`src/design/fmm_pkg.sv`:
```
// Shared constants, configuration port type and size clamp for the frame
// min/max/mean statistics block. No dependencies.
package fmm_pkg;

    localparam int unsigned FMM_MAX_WIDTH  = 4096;
    localparam int unsigned FMM_MAX_HEIGHT = 4096;
    localparam int unsigned QUEUE_DEPTH    = 2;

    localparam int unsigned PIXEL_W    = 8;
    localparam int unsigned CFG_DATA_W = 13;
    localparam int unsigned CFG_IDX_W  = 1;
    localparam int unsigned QUOT_W     = 8;

    localparam logic [PIXEL_W-1:0]    PIXEL_MAX     = 8'hFF;
    localparam logic [CFG_DATA_W-1:0] RESET_WIDTH   = 13'd640;
    localparam logic [CFG_DATA_W-1:0] RESET_HEIGHT  = 13'd480;

    typedef enum logic [CFG_IDX_W-1:0] {
        REG_FRAME_WIDTH  = 1'b0,
        REG_FRAME_HEIGHT = 1'b1
    } cfg_reg_t;

    typedef struct packed {
        logic                  we;
        logic [CFG_IDX_W-1:0]  index;
        logic [CFG_DATA_W-1:0] data;
    } cfg_write_t;

    // zero reads as one, anything above the limit reads as the limit
    function automatic logic [31:0] clamp_size(input logic [CFG_DATA_W-1:0] v,
                                               input logic [31:0] limit);
        logic [31:0] x;
        x = 32'(v);
        if (x == 32'd0) begin
            x = 32'd1;
        end
        if (x > limit) begin
            x = limit;
        end
        return x;
    endfunction

endpackage

```
`src/design/frame_min_max_mean.sv`:
```
// Minimum, maximum and rounded mean of one grey frame: takes one 8-bit pixel
// per cycle in raster order unless the frame queue is full, and gives one
// result per frame of width x height pixels. After its last pixel, a frame's
// record passes the queue handoff, a load step, eight steps of the shared
// restoring divider and the output register. A two-entry frame queue sits
// between the pixel front end and the divider, so pixels flow at one per
// cycle while the divider works until the queue is full; short frames are
// paced by the divider. Size writes take effect on the next pixel.
module frame_min_max_mean import fmm_pkg::*; #(
    parameter int unsigned MAX_WIDTH  = FMM_MAX_WIDTH,
    parameter int unsigned MAX_HEIGHT = FMM_MAX_HEIGHT
) (
    input  logic                  aclk,
    input  logic                  aresetn,
    input  logic                  cfg_we,
    input  logic [CFG_IDX_W-1:0]  cfg_index,
    input  logic [CFG_DATA_W-1:0] cfg_wdata,
    input  logic                  s_valid,
    output logic                  s_ready,
    input  logic [PIXEL_W-1:0]    s_pixel,
    output logic                  m_valid,
    input  logic                  m_ready,
    output logic [PIXEL_W-1:0]    m_min_value,
    output logic [PIXEL_W-1:0]    m_max_value,
    output logic [PIXEL_W-1:0]    m_mean_value
);

    localparam longint unsigned MAX_PIX =
        longint'(MAX_WIDTH) * longint'(MAX_HEIGHT);
    localparam int unsigned CNT_W = $clog2(MAX_PIX + 1);
    localparam int unsigned SUM_W = CNT_W + PIXEL_W;
    localparam int unsigned REC_W = 2 * PIXEL_W + SUM_W + CNT_W;

    cfg_write_t       cfg;
    logic             push;
    logic [REC_W-1:0] push_data;
    logic             q_full;
    logic             pop;
    logic             pop_valid;
    logic [REC_W-1:0] pop_data;

    assign cfg.we    = cfg_we;
    assign cfg.index = cfg_index;
    assign cfg.data  = cfg_wdata;

    fmm_front #(
        .MAX_WIDTH  (MAX_WIDTH),
        .MAX_HEIGHT (MAX_HEIGHT),
        .CNT_W      (CNT_W),
        .SUM_W      (SUM_W),
        .REC_W      (REC_W)
    ) u_front (
        .aclk      (aclk),
        .aresetn   (aresetn),
        .cfg       (cfg),
        .s_valid   (s_valid),
        .s_ready   (s_ready),
        .s_pixel   (s_pixel),
        .push_full (q_full),
        .push      (push),
        .push_data (push_data)
    );

    fmm_queue #(
        .DATA_W (REC_W),
        .DEPTH  (QUEUE_DEPTH)
    ) u_queue (
        .aclk      (aclk),
        .aresetn   (aresetn),
        .push      (push),
        .push_data (push_data),
        .full      (q_full),
        .pop       (pop),
        .pop_valid (pop_valid),
        .pop_data  (pop_data)
    );

    fmm_back #(
        .CNT_W (CNT_W),
        .SUM_W (SUM_W),
        .REC_W (REC_W)
    ) u_back (
        .aclk         (aclk),
        .aresetn      (aresetn),
        .pop_valid    (pop_valid),
        .pop_data     (pop_data),
        .pop          (pop),
        .m_valid      (m_valid),
        .m_ready      (m_ready),
        .m_min_value  (m_min_value),
        .m_max_value  (m_max_value),
        .m_mean_value (m_mean_value)
    );

endmodule

```
`src/design/fmm_front.sv`:
```
// Front end: size registers, pixel accept and running min/max/sum/count.
// Pushes one finished frame record into the queue. Depends on fmm_pkg.
module fmm_front import fmm_pkg::*; #(
    parameter int unsigned MAX_WIDTH  = FMM_MAX_WIDTH,
    parameter int unsigned MAX_HEIGHT = FMM_MAX_HEIGHT,
    parameter int unsigned CNT_W      = 25,
    parameter int unsigned SUM_W      = 33,
    parameter int unsigned REC_W      = 2 * PIXEL_W + SUM_W + CNT_W
) (
    input  logic               aclk,
    input  logic               aresetn,
    input  cfg_write_t         cfg,
    input  logic               s_valid,
    output logic               s_ready,
    input  logic [PIXEL_W-1:0] s_pixel,
    input  logic               push_full,
    output logic               push,
    output logic [REC_W-1:0]   push_data
);

    localparam int unsigned W_W    = $clog2(MAX_WIDTH + 1);
    localparam int unsigned H_W    = $clog2(MAX_HEIGHT + 1);
    localparam int unsigned PROD_W = W_W + H_W;
    localparam logic [W_W-1:0] RST_W = W_W'(clamp_size(RESET_WIDTH, 32'(MAX_WIDTH)));
    localparam logic [H_W-1:0] RST_H = H_W'(clamp_size(RESET_HEIGHT, 32'(MAX_HEIGHT)));
    localparam logic [CNT_W-1:0] RST_TOTAL = CNT_W'(PROD_W'(RST_W) * PROD_W'(RST_H));

    logic [W_W-1:0]     width_reg,  width_next;
    logic [H_W-1:0]     height_reg, height_next;
    logic [CNT_W-1:0]   total_reg,  total_next;
    logic [PIXEL_W-1:0] min_reg,    min_next;
    logic [PIXEL_W-1:0] max_reg,    max_next;
    logic [SUM_W-1:0]   sum_reg,    sum_next;
    logic [CNT_W-1:0]   count_reg,  count_next;
    logic [PROD_W-1:0]  prod;
    logic               accept;
    logic               last;

    always_comb begin
        width_next  = width_reg;
        height_next = height_reg;
        unique case (cfg.index)
            REG_FRAME_WIDTH: begin
                width_next = W_W'(clamp_size(cfg.data, 32'(MAX_WIDTH)));
            end
            REG_FRAME_HEIGHT: begin
                height_next = H_W'(clamp_size(cfg.data, 32'(MAX_HEIGHT)));
            end
            default: ;
        endcase
        prod       = PROD_W'(width_next) * PROD_W'(height_next);
        total_next = CNT_W'(prod);
    end

    assign s_ready = !push_full;
    assign accept  = s_valid && s_ready;

    assign min_next   = (s_pixel < min_reg) ? s_pixel : min_reg;
    assign max_next   = (s_pixel > max_reg) ? s_pixel : max_reg;
    assign sum_next   = sum_reg + SUM_W'(s_pixel);
    assign count_next = count_reg + CNT_W'(1);
    assign last       = count_next >= total_reg;

    assign push      = accept && last;
    assign push_data = {min_next, max_next, sum_next, count_next};

    always_ff @(posedge aclk) begin
        if (!aresetn) begin
            width_reg  <= RST_W;
            height_reg <= RST_H;
            total_reg  <= RST_TOTAL;
            min_reg    <= PIXEL_MAX;
            max_reg    <= '0;
            sum_reg    <= '0;
            count_reg  <= '0;
        end else begin
            if (cfg.we) begin
                width_reg  <= width_next;
                height_reg <= height_next;
                total_reg  <= total_next;
            end
            if (accept) begin
                if (last) begin
                    min_reg   <= PIXEL_MAX;
                    max_reg   <= '0;
                    sum_reg   <= '0;
                    count_reg <= '0;
                end else begin
                    min_reg   <= min_next;
                    max_reg   <= max_next;
                    sum_reg   <= sum_next;
                    count_reg <= count_next;
                end
            end
        end
    end

endmodule

```
`src/design/fmm_queue.sv`:
```
// Short FIFO of finished frame records between front and back end.
// Depends on fmm_pkg for the default depth.
module fmm_queue import fmm_pkg::*; #(
    parameter int unsigned DATA_W = 82,
    parameter int unsigned DEPTH  = QUEUE_DEPTH
) (
    input  logic              aclk,
    input  logic              aresetn,
    input  logic              push,
    input  logic [DATA_W-1:0] push_data,
    output logic              full,
    input  logic              pop,
    output logic              pop_valid,
    output logic [DATA_W-1:0] pop_data
);

    localparam int unsigned PTR_W = (DEPTH > 1) ? $clog2(DEPTH) : 1;
    localparam int unsigned FILL_W = $clog2(DEPTH + 1);

    logic [DATA_W-1:0] mem [DEPTH];
    logic [PTR_W-1:0]  wr_ptr_reg, wr_ptr_next;
    logic [PTR_W-1:0]  rd_ptr_reg, rd_ptr_next;
    logic [FILL_W-1:0] fill_reg,   fill_next;
    logic              do_push;
    logic              do_pop;

    assign full      = fill_reg == FILL_W'(DEPTH);
    assign pop_valid = fill_reg != '0;
    assign pop_data  = mem[rd_ptr_reg];
    assign do_push   = push && !full;
    assign do_pop    = pop && pop_valid;

    always_comb begin
        wr_ptr_next = wr_ptr_reg;
        rd_ptr_next = rd_ptr_reg;
        fill_next   = fill_reg;
        if (do_push) begin
            wr_ptr_next = (wr_ptr_reg == PTR_W'(DEPTH - 1)) ? '0 : wr_ptr_reg + PTR_W'(1);
        end
        if (do_pop) begin
            rd_ptr_next = (rd_ptr_reg == PTR_W'(DEPTH - 1)) ? '0 : rd_ptr_reg + PTR_W'(1);
        end
        if (do_push && !do_pop) begin
            fill_next = fill_reg + FILL_W'(1);
        end else if (do_pop && !do_push) begin
            fill_next = fill_reg - FILL_W'(1);
        end
    end

    always_ff @(posedge aclk) begin
        if (do_push) begin
            mem[wr_ptr_reg] <= push_data;
        end
    end

    always_ff @(posedge aclk) begin
        if (!aresetn) begin
            wr_ptr_reg <= '0;
            rd_ptr_reg <= '0;
            fill_reg   <= '0;
        end else begin
            wr_ptr_reg <= wr_ptr_next;
            rd_ptr_reg <= rd_ptr_next;
            fill_reg   <= fill_next;
        end
    end

endmodule

```
`src/design/fmm_back.sv`:
```
// Back end: rounded mean by an 8-step restoring divider, result register
// on the output channel. Depends on fmm_pkg.
module fmm_back import fmm_pkg::*; #(
    parameter int unsigned CNT_W = 25,
    parameter int unsigned SUM_W = 33,
    parameter int unsigned REC_W = 2 * PIXEL_W + SUM_W + CNT_W
) (
    input  logic               aclk,
    input  logic               aresetn,
    input  logic               pop_valid,
    input  logic [REC_W-1:0]   pop_data,
    output logic               pop,
    output logic               m_valid,
    input  logic               m_ready,
    output logic [PIXEL_W-1:0] m_min_value,
    output logic [PIXEL_W-1:0] m_max_value,
    output logic [PIXEL_W-1:0] m_mean_value
);

    localparam int unsigned STEP_W = $clog2(QUOT_W);

    typedef enum logic [1:0] {
        ST_IDLE,
        ST_DIV,
        ST_DONE
    } back_state_t;

    back_state_t        state_reg,   state_next;
    logic [SUM_W-1:0]   rem_reg,     rem_next;
    logic [SUM_W-1:0]   dsh_reg,     dsh_next;
    logic [QUOT_W-1:0]  quot_reg,    quot_next;
    logic [STEP_W-1:0]  step_reg,    step_next;
    logic [PIXEL_W-1:0] fmin_reg,    fmin_next;
    logic [PIXEL_W-1:0] fmax_reg,    fmax_next;
    logic               m_valid_reg, m_valid_next;
    logic [PIXEL_W-1:0] m_min_reg,   m_min_next;
    logic [PIXEL_W-1:0] m_max_reg,   m_max_next;
    logic [PIXEL_W-1:0] m_mean_reg,  m_mean_next;

    logic [PIXEL_W-1:0] rec_min;
    logic [PIXEL_W-1:0] rec_max;
    logic [SUM_W-1:0]   rec_sum;
    logic [CNT_W-1:0]   rec_cnt;
    logic               fits;

    assign rec_min = pop_data[REC_W-1 -: PIXEL_W];
    assign rec_max = pop_data[REC_W-PIXEL_W-1 -: PIXEL_W];
    assign rec_sum = pop_data[CNT_W +: SUM_W];
    assign rec_cnt = pop_data[0 +: CNT_W];

    assign pop  = pop_valid && (state_reg == ST_IDLE);
    assign fits = rem_reg >= dsh_reg;

    always_comb begin
        state_next   = state_reg;
        rem_next     = rem_reg;
        dsh_next     = dsh_reg;
        quot_next    = quot_reg;
        step_next    = step_reg;
        fmin_next    = fmin_reg;
        fmax_next    = fmax_reg;
        m_valid_next = m_valid_reg && !m_ready;
        m_min_next   = m_min_reg;
        m_max_next   = m_max_reg;
        m_mean_next  = m_mean_reg;
        unique case (state_reg)
            ST_IDLE: begin
                if (pop_valid) begin
                    rem_next   = rec_sum + SUM_W'(rec_cnt >> 1);
                    dsh_next   = SUM_W'({rec_cnt, {(QUOT_W-1){1'b0}}});
                    quot_next  = '0;
                    step_next  = STEP_W'(QUOT_W - 1);
                    fmin_next  = rec_min;
                    fmax_next  = rec_max;
                    state_next = ST_DIV;
                end
            end
            ST_DIV: begin
                if (fits) begin
                    rem_next = rem_reg - dsh_reg;
                end
                dsh_next  = dsh_reg >> 1;
                quot_next = {quot_reg[QUOT_W-2:0], fits};
                step_next = step_reg - STEP_W'(1);
                if (step_reg == '0) begin
                    state_next = ST_DONE;
                end
            end
            ST_DONE: begin
                if (!m_valid_reg || m_ready) begin
                    m_valid_next = 1'b1;
                    m_min_next   = fmin_reg;
                    m_max_next   = fmax_reg;
                    m_mean_next  = quot_reg;
                    state_next   = ST_IDLE;
                end
            end
            default: begin
                state_next = ST_IDLE;
            end
        endcase
    end

    always_ff @(posedge aclk) begin
        if (!aresetn) begin
            state_reg   <= ST_IDLE;
            m_valid_reg <= 1'b0;
        end else begin
            state_reg   <= state_next;
            m_valid_reg <= m_valid_next;
        end
        rem_reg    <= rem_next;
        dsh_reg    <= dsh_next;
        quot_reg   <= quot_next;
        step_reg   <= step_next;
        fmin_reg   <= fmin_next;
        fmax_reg   <= fmax_next;
        m_min_reg  <= m_min_next;
        m_max_reg  <= m_max_next;
        m_mean_reg <= m_mean_next;
    end

    assign m_valid      = m_valid_reg;
    assign m_min_value  = m_min_reg;
    assign m_max_value  = m_max_reg;
    assign m_mean_value = m_mean_reg;

endmodule

```
`config.mk`:
```
export PLATFORM = sky130hd
export DESIGN_NAME = frame_min_max_mean
export DESIGN_NICKNAME = d
export VERILOG_FILES = /design/src/design/fmm_pkg.sv /design/src/design/frame_min_max_mean.sv /design/src/design/fmm_front.sv /design/src/design/fmm_queue.sv /design/src/design/fmm_back.sv
export SDC_FILE = /design/constraint.sdc
export NUM_CORES = 1
export LEC_CHECK = 0
export BUFFER_PORTS_ARGS = -buffer_cell sky130_fd_sc_hd__buf_4
export CORE_MARGIN = 2
export CORE_UTILIZATION = 36
export CTS_CLUSTER_SIZE = 8
export DETAILED_ROUTE_END_ITERATION = 8
export PLACE_DENSITY = 0.5
export SLEW_MARGIN = 25
export SYNTH_ARGS = -nofsm -noshare
export SYNTH_HDL_FRONTEND = slang
export SYNTH_SLANG_ARGS = --single-unit
```
`constraint.sdc`:
```
create_clock -name aclk -period 10.4 [get_ports aclk]
set_input_delay 0.52 -clock aclk [delete_from_list [all_inputs] [get_ports aclk]]
set_output_delay 0.52 -clock aclk [all_outputs]
set_load 0.01 [all_outputs]
```
Word-level counts from Yosys, hierarchy flattened
Memory sizes are Yosys's and may differ from the RTL's. A register that Yosys moved wholly into a read port is not among the register bits.
Index checks and enable logic that the tools add are counted.
{"block": "totals", "word_cells": 106, "mem_count": 1, "ram_bits": 148, "reg_bits": 249, "output_inout_bits": 26}
{"block": "classes", "eq_ne": 7, "reduce_logical": 25, "add_sub_neg": 9, "n_mux": 36, "order_cmp": 6, "mul": 1}
{"memory": "u_queue.mem", "depth": 2, "word_bits": 74, "rd": 1, "rd_clocked_by_memory_dff": 1, "wr": 1, "line_no": "fmm_queue.sv:20", "source": "logic [DATA_W-1:0] mem [DEPTH];"}
{"operator": "$mux 33", "count": 4}
{"operator": "$pmux 33 s2", "count": 2}
{"operator": "$mux 13", "count": 5}
{"operator": "$gt 32x13->1 const B", "count": 2}
{"operator": "$mux 32", "count": 2}
{"operator": "$mux 8", "count": 5}
{"operator": "$add 33x24->33", "count": 1}
{"operator": "$add 33x8->33", "count": 1}
{"operator": "$ge 33x33->1", "count": 1}
{"operator": "$sub 33x33->33", "count": 1}
{"operator": "$add 25x1->25 const B", "count": 1}
{"operator": "$ge 25x25->1", "count": 1}
{"operator": "$mul 13x13->25", "count": 1}
{"operator": "$mux 25", "count": 1}
{"operator": "$pmux 8 s2", "count": 1}
{"operator": "$logic_not 13->1", "count": 1}
{"operator": "$mux 2", "count": 5}
{"operator": "$gt 8x8->1", "count": 1}
{"operator": "$logic_and 1x1->1", "count": 8}
{"operator": "$lt 8x8->1", "count": 1}
{"operator": "$mux 1", "count": 8}
{"operator": "$ne 2x1->1 const B", "count": 4}
{"operator": "$pmux 2 s3", "count": 1}
{"operator": "$pmux 3 s2", "count": 1}
{"operator": "14 further kinds", "count": 25}

Longest topological paths before layout
Gate-level depths: netlist of the first run.
{"block": "depth", "word_depth": 9, "ltp_mapped": 28, "mapped_depth_nobuf": 26}

By module
Synthesis of the first run repeated with hierarchy kept, for this count alone.
{"block": "unflattened", "cells_unflattened": 2488, "hier_area_um2": 25756.0}
{"module": "fmm_front", "instances": 1, "cells_each": 1486, "area_per_inst_um2": 12618.4}
{"module": "fmm_back", "instances": 1, "cells_each": 747, "area_per_inst_um2": 7543.5}
{"module": "fmm_queue", "instances": 1, "cells_each": 255, "area_per_inst_um2": 5594.1}

Worst setup path after synthesis of the first run
Ideal clock, no wire load.
{"block": "synth_path", "kind": "register to register", "from": "register u_front.count_reg[0]", "to": "memory u_queue.mem[0][0] (netlist name), enable pin", "setup_time_ps": 597, "slack_ps": 940, "path_stages_with_launch": 19, "period_less_slack_ps": 9460, "arrival_time_ps": 8863, "path_cell_list": "dfxtp_1 -> ha_1 -> and3_1 -> and3_1 -> and3_1 -> and3_1 -> buf_2 -> nand4_4 -> nor3_1 -> xor2_1 -> ha_1 -> nand4_1 -> a2111oi_0 -> o31ai_1 -> o2111ai_1 -> a31oi_1 -> clkbuf_1 -> buf_1 -> nor3_1"}
{"block": "synth_via", "elab_chain_cells": 6}
{"element": "start: declaration", "line_no": "fmm_front.sv:34", "source": "logic [CNT_W-1:0] count_reg, count_next;"}
{"element": "start signal: assignment", "line_no": "fmm_front.sv:92", "source": "count_reg <= count_next;"}
{"element": "$add 25x1->25", "line_no": "fmm_front.sv:61", "source": "assign count_next = count_reg + CNT_W'(1);"}
{"element": "net push_data[22]", "line_no": "frame_min_max_mean.sv:36", "source": "logic [REC_W-1:0] push_data;"}
{"element": "$ge 25x25->1", "line_no": "fmm_front.sv:62", "source": "assign last = count_next >= total_reg;"}
{"element": "$logic_and 1x1->1", "line_no": "fmm_front.sv:64", "source": "assign push = accept && last;"}
{"element": "$logic_and 1x1->1", "line_no": "fmm_queue.sv:30", "source": "assign do_push = push && !full;"}
{"element": "$mux 1", "line_no": "fmm_queue.sv:51", "source": "if (do_push) begin"}
{"element": "$mux 1 (implied by the code)", "line_no": "fmm_queue.sv:52", "source": "mem[wr_ptr_reg] <= push_data;"}
{"element": "end: declaration", "line_no": "fmm_queue.sv:20"}
The timed path passes the listed nets, and every way through them passes these cells.

Worst setup path after layout of the first run
{"block": "layout_path", "from": "input port cfg_wdata[7]", "to": "register u_front.total_reg[24]"}
{"block": "layout_via", "elab_chain_cells": 7, "elab_cells_between_ends": 11, "cone_classes": "1 x mul; 2 x order compare; 7 x mux; 1 x reduce/logical"}
{"element": "start: declaration", "line_no": "frame_min_max_mean.sv:17", "source": "input logic [CFG_DATA_W-1:0] cfg_wdata,"}
{"element": "$logic_not 13->1", "line_no": "fmm_pkg.sv:34", "source": "if (x == 32'd0) begin"}
{"element": "$mux 13 *", "line_no": "fmm_pkg.sv:34"}
{"element": "$mux 32", "line_no": "fmm_front.sv:42", "source": "unique case (cfg.index)"}
{"element": "$gt 32x13->1", "line_no": "fmm_pkg.sv:37", "source": "if (x > limit) begin"}
{"element": "$mux 13", "line_no": "fmm_pkg.sv:37"}
{"element": "$mux 13", "line_no": "fmm_front.sv:42"}
{"element": "$mul 13x13->25 *", "line_no": "fmm_front.sv:51", "source": "prod = PROD_W'(width_next) * PROD_W'(height_next);"}
{"element": "end signal: assignment", "line_no": "fmm_front.sv:80", "source": "total_reg <= total_next;"}
{"element": "end: declaration", "line_no": "fmm_front.sv:30", "source": "logic [CNT_W-1:0] total_reg, total_next;"}
Every way passes the cells marked *; elsewhere a longest branch is shown, timed or not. The select of a mux whose other input is x is not followed.
A chain may end at the register's enable or synchronous reset.

==> run metrics, run 1 <==
hold buffers post-CTS 0; fraction of registers with async set/reset 0; wirelength, routed 64,000 um; final non-filler cell total around 3,600; worst skew pair latency 0.63 ns; syn_area_per_cell 10.0 um2; endpoints failing setup 0; clk_skew 0.0413 ns; final hold violation count 0; Critical path buffers and inverters 4; CTS tree yes; startpoint class of the critical path primary input; CTS resizes 0; sequential fraction of the synthesis area 0.414; Layout fillers 6,935; ys flop type edfxtp_1; Yosys reg bits 397; Cell Count Post-Placement 3,478; min Tclk post-route 6.77 ns; first-pass GRT wire length 103,000 um; Post-Syn Area ~26,000 um2; cell mode on critical path fa_1; vias in the first global route 18,498; max-slew violations 0; Die H 271 um; DIE AREA roughly 73,000 um2; status complete, no violations; WL/cell 17.9 um; max FFs per register approximately 150; largest net degree at the start of global routing 80; hold_ws 0.228 ns; DR DRC count 0; total of max-cap violations 0; LEAKAGE 0.0122 uW; FF+latch area 10,600 um2; overall die width 271 um; worst r2r path cells 17; Power Dens Cells 230 nW/um2; DRT Pass-1 Iters 6; RSZ-0062 raised after global routing false; syn_nets 2,874; synthesized instance count 2,548; DR iter-0 viols 1,167; Setup TNS Final 0 ns; total CTS buffers 56; peak supply drop 0.000149 V; ratio of cells with drive above 1 in the final layout 0.0969; Slowest-stage cell, CP o21ai_1; core area 70,100 um2; worst slew pin tran 0.978 ns; Critical Path End Type flop; final net count 2,923; slowest cell delay on critical path 0.64 ns; # clock sinks 397; EDFF count, synth 264; clock slew at reported path FFs 0.06 ns; worst-path maximum fanout 12; GRT overflow 0; Final Cycle Share 0.650; DP HPWL 45,900 um; Data arrival, critical path 7.24 ns; Crit path depth 25; Final GP Congestion 0.873; routed via count ~18,000; Worst Hold Class primary input to flop; P&R area growth vs syn 12.3%; vias per cell 5.11; I/O pin cnt 53; CTS H-tree lvls 2; Final ANT Viol Nets 0; Initial Utilization 0.365; total track usage 0.177; commonest non-fill, non-tap cells in the layout inv_1, edfxtp_1, nor2_1; Worst EP required 10.87 ns; Inserted Diodes 0; Worst Hold Depth 3; initial antenna violation count 0; Post-CTS Setup Bufs 0; CTS Root Cell clkbuf_16; fmax 0.148 GHz; most common cell after layout, fill and taps aside inv_1; critical path's top delay family adder cells; Syn. warnings 0; clock tree buffer depth 3; class of the most critical setup path primary input to flop; synth unique cells 69; Cell Rows 97; multi-input logic area 13,700 um2; Slew HR 0.330; PortBufs 52
-- per-stage QoR --
| stage | setup slack, ns | total power, uW | utilization | area (um2) |
|---|---|---|---|---|
| final | 3.63 | 6610 | 0.410 | 28700 |
| after global routing | 3.02 | 7130 | 0.410 | 28700 |
| after CTS | 3.37 | 6690 | 0.409 | 28700 |
| after detailed placement | 2.71 | 4920 | 0.386 | 27100 |
| after global placement | 2.86 | 4890 | 0.386 | 27100 |
| after floorplan | 0.940 | 4220 | - | 25600 |
-- cells in the mapped netlist (all sizes together) (12+ instances only) --
master / instances / area [um2]
inv: 279 / 1050
edfxtp: 264 / 7930
nor2: 251 / 945
nand2: 238 / 893
ha: 176 / 2200
a21oi: 165 / 826
dfxtp: 133 / 2660
fa: 123 / 2460
o21ai: 101 / 505
xnor2: 84 / 736
mux2: 81 / 912
clkbuf: 67 / 253
a21o: 62 / 467
nand3: 61 / 305
xor2: 48 / 420
mux2i: 40 / 400
a211oi: 36 / 270
and3: 29 / 181
and2: 27 / 169
o21a: 25 / 188
nand2b: 24 / 150
nor3: 23 / 115
buf: 22 / 87.6
or3: 18 / 113
nor2b: 17 / 114
a31oi: 14 / 87.6
nand3b: 14 / 105
nand4: 14 / 103
o211ai: 13 / 97.6
a22oi: 12 / 90.1
-- logic make-up after synthesis --
logic type / Yosys count / synth area share
mux: 121 / 0.0513
fa+ha+maj: 299 / 0.182
flops: 397 / 0.414
xor+xnor: 132 / 0.0452
buf+inv: 368 / 0.0543
simple gates: 741 / 0.132
compound gates: 490 / 0.121
-- area by class of cell --
type                    count  area share
clock buffers              98      0.0543
clock inverters             5     0.00322
inverters                 279      0.0365
multi-input cells        1783       0.475
flip-flops and latches    397       0.369
well taps                 940      0.0409
repair buffers             80      0.0208
-- power by group --
group	internal, uW	switching (uW)	total (uW)
clock network	1010	712	1720
logic	1050	1670	2720
registers	2060	107	2170
total	4130	2490	6610
-- metal layers --
layer	wire, um	up-vias	global-route usage
li1	-	8900	-
met1	30900	8977	0.248
met2	28900	350	0.285
met3	2690	81	0.0272
met4	1500	2	0.0487
met5	44	-	0.00461
-- worst reg2reg max path, stage by stage (launching register included) --
cell,delay (ns)
dfxtp_1,0.39
ha_1,0.24
and3_1,0.25
and3_1,0.31
and3_1,0.24
and3_1,0.38
nand4_4,0.19
nor3_1,0.27
xor2_1,0.36
ha_1,0.20
nand4_1,0.17
a2111oi_0,0.40
buf_4,0.21
o31ai_1,0.08
o2111ai_1,0.23
a31o_2,0.61
and3_4,0.67
buf_4,0.63
-- final timing paths --
kind / slack (ns) / end / startpoint
max reg2reg: 4.18 / u_queue.mem[1][2] / u_front.count_reg[0]
max: 3.63 / u_front.total_reg[24] / cfg_wdata[7]
min reg2reg: 0.42 / u_back.m_min_value[6] / u_back.fmin_reg[6]
min: 0.23 / u_back.m_valid / m_ready
Note: power is estimated with default switching activity, not from simulation.
==> inputs of run 2 (changes only) <==
Clock period 10.4 ns to 6.48 ns, I/O delays scaled along.
==> run metrics, run 2 (synthesis gave the netlist of run 1 again) <==
commonest non-fill, non-tap cells in the layout inv_1, edfxtp_1, nor2_1; total of max-cap violations 0; status complete, no violations; core area 70,100 um2; max FFs per register 148; Worst EP required 6.93 ns; worst skew pair latency 0.63 ns; clock tree buffer depth 3; Post-CTS Setup Bufs 0; worst-path maximum fanout 12; peak supply drop roughly 0.00021 V; fmax around 0.17 GHz; multi-input logic area 13,700 um2; max-slew violations 0; Data arrival, critical path 6.50 ns; vias in the first global route 19,066; wirelength, routed 64,100 um; LEAKAGE 0.0124 uW; Initial Utilization 0.365; DRT Pass-1 Iters 5; final non-filler cell total 3,626; PortBufs 52; Worst Hold Class primary input to flop; Final ANT Viol Nets 0; Inserted Diodes 0; Final Cycle Share 0.933; RSZ-0062 raised after global routing false; critical path's top delay family adder cells; Slew HR 0.354; Logic pwr share 0.412; WL/cell 17.7 um; Cell Rows 97; dpl cell area 27,400 um2; vias per cell just over 5; Sequential Power Share 0.324; final net count about 3,000; clock slew at reported path FFs 0.05 ns; Psw 4000 uW; startpoint class of the critical path primary input; clock share of power 0.265; # clock sinks between 300 and 400; min Tclk post-route 6.05 ns; GRT overflow 0; cell internal pwr around 6800 uW; total CTS buffers 57; total track usage 0.179; clk_skew 0.0266 ns; CTS tree yes; DP HPWL 46,300 um; Die H around 270 um; endpoints failing setup 0; P&R area growth vs syn 13.9%; FF+latch area 10,600 um2; class of the most critical setup path primary input to flop; CTS Root Cell clkbuf_16; most common cell after layout, fill and taps aside inv_1; Power Dens Cells 370 nW/um2; overall die width ~270 um; final hold violation count 0; Setup TNS Final 0 ns; Cell Count Post-Placement ~3,500; cell mode on critical path fa_1; Layout fillers roughly 7,000; largest net degree at the start of global routing 82; DR iter-0 viols 1,183; fin area 29,100 um2; Critical path buffers and inverters 6; slowest cell delay on critical path 0.55 ns; ratio of cells with drive above 1 in the final layout 0.111; Net Sw Frac 0.371; routed via count between 15,000 and 20,000; Critical Path End Type flop; Slowest-stage cell, CP fa_1; CTS H-tree lvls 2; I/O pin cnt 53; DIE AREA 73,200 um2; first-pass GRT wire length ~110,000 um; worst slew pin tran 0.968 ns; initial antenna violation count 1; DR DRC count 0; Final GP Congestion 0.889
-- run 2: changes by cell type in the layout (fill, tap and decap cells not counted), sizes merged --
cell         before  now
bufinv            0    1
dlygate4sd3       0    1
buf              80  120
clkbuf           98  100
-- run 2: final timing paths --
path	startpoint	endpoint	slack [ns]	cells past startpoint
worst max-delay path	cfg_wdata[7]	u_front.total_reg[24]	0.43	26
worst min-delay path	aresetn	u_front.width_reg[9]	0.10	2
worst max register to register	u_front.height_reg[6]	u_front.total_reg[24]	0.76	21
worst min register to register	u_back.fmin_reg[1]	u_back.m_min_value[1]	0.41	0
-- run 2: worst reg2reg max path, stage by stage, from the launching register on --
cell and delay, ns:
dfxtp_1 0.30, inv_1 0.05, o21ai_1 0.39, buf_4 0.23, nand2_1 0.08, fa_1 0.53, inv_1 0.05, fa_1 0.51
fa_1 0.44, fa_1 0.55, inv_1 0.05, fa_1 0.52, inv_1 0.04, ha_1 0.34, nor2b_1 0.15, o21ai_0 0.22
a21oi_1 0.12, nand4b_1 0.30, a311oi_1 0.31, o21bai_1 0.11, xnor2_1 0.15, a21oi_1 0.09
-- run 2: what timing repair did --
item                                   CTS  global route
setup endpoints to repair                0             1
resized for setup                        0             1
endpoints found under the hold margin    1             0
hold buffers                             1             0
-- run 2: area by class of cell --
| cell class | count | area share |
|---|---|---|
| repair buffers | 121 | 0.0324 |
| inverters | 279 | 0.0360 |
| clock inverters | 6 | 0.00382 |
| well taps | 940 | 0.0404 |
| flip-flops and latches | 397 | 0.364 |
| clock buffers | 100 | 0.0552 |
| multi-input cells | 1783 | 0.469 |
-- run 2: metrics by stage --
stage          total power, uW  setup WS (ns)  utilization  hold WS, ns
6_report                 10800          0.434        0.415        0.100
3_3_place_gp              7920        -0.0965        0.390        0.402
5_1_grt                  11600         0.0180        0.415       0.0866
3_5_place_dp              7970         -0.204        0.390        0.405
2_1_floorplan             6770          0.218            -        0.400
4_1_cts                  10900          0.430        0.415       0.0658
-- run 2: routing by layer --
| metal | GRT usage | vias up | routed length [um] |
|---|---|---|---|
| met5 | 0 | - | 0 |
| li1 | - | 8980 | - |
| met2 | 0.290 | 353 | 29300 |
| met3 | 0.0201 | 95 | 2430 |
| met4 | 0.0480 | 0 | 1440 |
| met1 | 0.253 | 9142 | 31000 |
-- run 2: power groups by stage --
stage / Sequential [uW] / Clock (uW) / Combinational (uW)
finish: 3490 / 2850 / 4440
global route: 3540 / 3040 / 5030
CTS: 3490 / 2940 / 4470
detailed placement: 3540 / 0 / 4430
global placement: 3530 / 0 / 4390
floorplan: 3460 / 0 / 3310
==> inputs of run 3 (changes only) <==
Settings changed: SETUP_SLACK_MARGIN from default to 0.4.
Clock period 6.48 ns to 6.1 ns, I/O delays scaled along.
==> run metrics, run 3 (synthesis gave the netlist of run 1 again) <==
Slew HR 0.312; worst r2r path cells 23; CTS Root Cell clkbuf_16; Final GP Congestion 0.855; initial antenna violation count 0; total CTS buffers between 50 and 60; Final ANT Viol Nets 0; vias in the first global route 19,169; PortBufs 52; GRT overflow 0; routed via count 18,762; commonest non-fill, non-tap cells in the layout inv_1, edfxtp_1, nor2_1; Initial Utilization 0.365; RSZ-0062 raised after global routing true; largest net degree at the start of global routing a little over 80; clock share of power 0.253; total track usage 0.180; Worst Setup Slack, final 0.605 ns; worst-path maximum fanout 6; Psw between 4000 and 5000 uW; final net count slightly above 3,000; fmax around 0.18 GHz; Data arrival, critical path 5.96 ns; P&R area growth vs syn 18.5%; clk_skew 0.0177 ns; startpoint class of the critical path primary input; DRT Pass-1 Iters 5; total of max-cap violations 0; Logic pwr share 0.435; Cell Rows 97; Cell Count Post-Placement 3,565; most common cell after layout, fill and taps aside inv_1; Net Sw Frac 0.373; max-slew violations 0; core area between 70,000 and 80,000 um2; Die H 271 um; Final Cycle Share 0.901; endpoints failing setup 0; Worst Hold Depth 3; DP HPWL 47,400 um; worst slew pin tran 1.03 ns; max FFs per register 148; I/O pin cnt 53; multi-input logic area 14,200 um2; first-pass GRT wire length between 100,000 and 150,000 um; # clock sinks 397; vias per cell 5.08; CTS tree yes; overall die width about 270 um; ratio of cells with drive above 1 in the final layout 0.170; Setup TNS Final 0 ns; Critical Path End Type flop; final hold violation count 0; wirelength, routed 65,700 um; min Tclk post-route 5.49 ns; hold buffers post-CTS 0; class of the most critical setup path primary input to flop; Worst Hold Class primary input to flop; Worst EP required approximately 6.6 ns; DIE AREA 73,200 um2; DR DRC count 0; status complete, no violations; cell internal pwr 7430 uW; DP Worst Slack -0.281 ns; clock tree buffer depth 3; WL/cell 17.8 um; clock slew at reported path FFs 0.05 ns; peak supply drop 0.000276 V; LEAKAGE between 0.01 and 0.015 uW; worst skew pair latency between 0.6 and 0.7 ns; DR iter-0 viols 1,165; Layout fillers 6,836; Sequential Power Share 0.312; Power Dens Cells a little under 400 nW/um2; final non-filler cell total about 3,700; FF+latch area 10,600 um2; CTS H-tree lvls 2
## run 3: cell types whose count changed in the layout (fill, tap and decap cells not counted), moves of 9 or more
cell / previous run / this run
buf_4: 118 / 169
buf_6: 0 / 11
ha_1: 176 / 167
ha_4: 0 / 9
inv_1: 278 / 266
inv_2: 0 / 12
nand2_1: 237 / 221
nand2_2: 1 / 14
nor2_1: 248 / 228
nor2_2: 2 / 20
## run 3: final cells by class
cell class / instances / share of cell area
Sequential cell: 397 / 0.349
Tap cell: 940 / 0.0388
Multi-Input combinational cell: 1783 / 0.469
Clock buffer: 102 / 0.0543
Antenna cell: 1 / 0.0000825
Inverter: 279 / 0.0346
Timing Repair Buffer: 189 / 0.0517
Clock inverter: 4 / 0.00169
## run 3: stage by stage
step	cell area (um2)	util	hold slack [ns]	power, uW
after floorplan	25800	-	0.400	7260
after global placement	28000	0.399	0.401	8580
after detailed placement	28000	0.399	0.405	8630
after CTS	29700	0.423	0.00129	11700
after global routing	30300	0.432	0.0538	12700
final	30300	0.432	0.0436	11800
## run 3: worst max-delay path, cell delays in order
cell	delay, ns
buf_4	0.12
nor4_4	0.27
nand3_2	0.13
o21ai_4	0.21
buf_8	0.18
buf_6	0.11
a31oi_4	0.14
buf_6	0.19
nor2_4	0.08
fa_1	0.43
inv_2	0.08
fa_2	0.47
fa_1	0.56
inv_2	0.04
fa_1	0.54
inv_2	0.04
fa_1	0.48
inv_2	0.05
ha_4	0.23
a21oi_4	0.14
nor2_2	0.06
a211oi_4	0.27
a31oi_4	0.14
a21oi_1	0.24
a21oi_1	0.11
xor2_1	0.16
mux2i_1	0.13
nor2_1	0.05
## run 3: worst paths after layout
check | from | endpoint | slack (ns)
worst max-delay path | cfg_wdata[10] | u_front.total_reg[23] | 0.61
worst min-delay path | m_ready | u_back.m_valid | 0.04
worst max register to register | u_front.height_reg[3] | u_front.total_reg[23] | 0.64
worst min register to register | u_back.fmin_reg[2] | u_back.m_min_value[2] | 0.41
## run 3: routing by layer
metal  vias to the layer above  track usage  part of all wire
met2                       341        0.301              0.47
met4                         0       0.0515             0.024
met3                        96       0.0217             0.038
met1                      9188        0.245              0.47
li1                       9137            -                 -
met5                         -            0                 0
## run 3: what timing repair did
item | 4_1_cts | 5_1_grt
setup buffers | 3 | 18
pin swaps | 2 | 71
setup endpoints to repair | 3 | 70
cloned | 0 | 1
gates resized for setup | 2 | 117
## run 3: power groups by stage
| stage | clock network, uW | registers [uW] | logic (uW) |
|---|---|---|---|
| global placement | 0 | 3730 | 4840 |
| floorplan | 0 | 3670 | 3590 |
| detailed placement | 0 | 3750 | 4880 |
| global route | 3180 | 3740 | 5780 |
| CTS | 3080 | 3700 | 4930 |
| finish | 2990 | 3690 | 5150 |
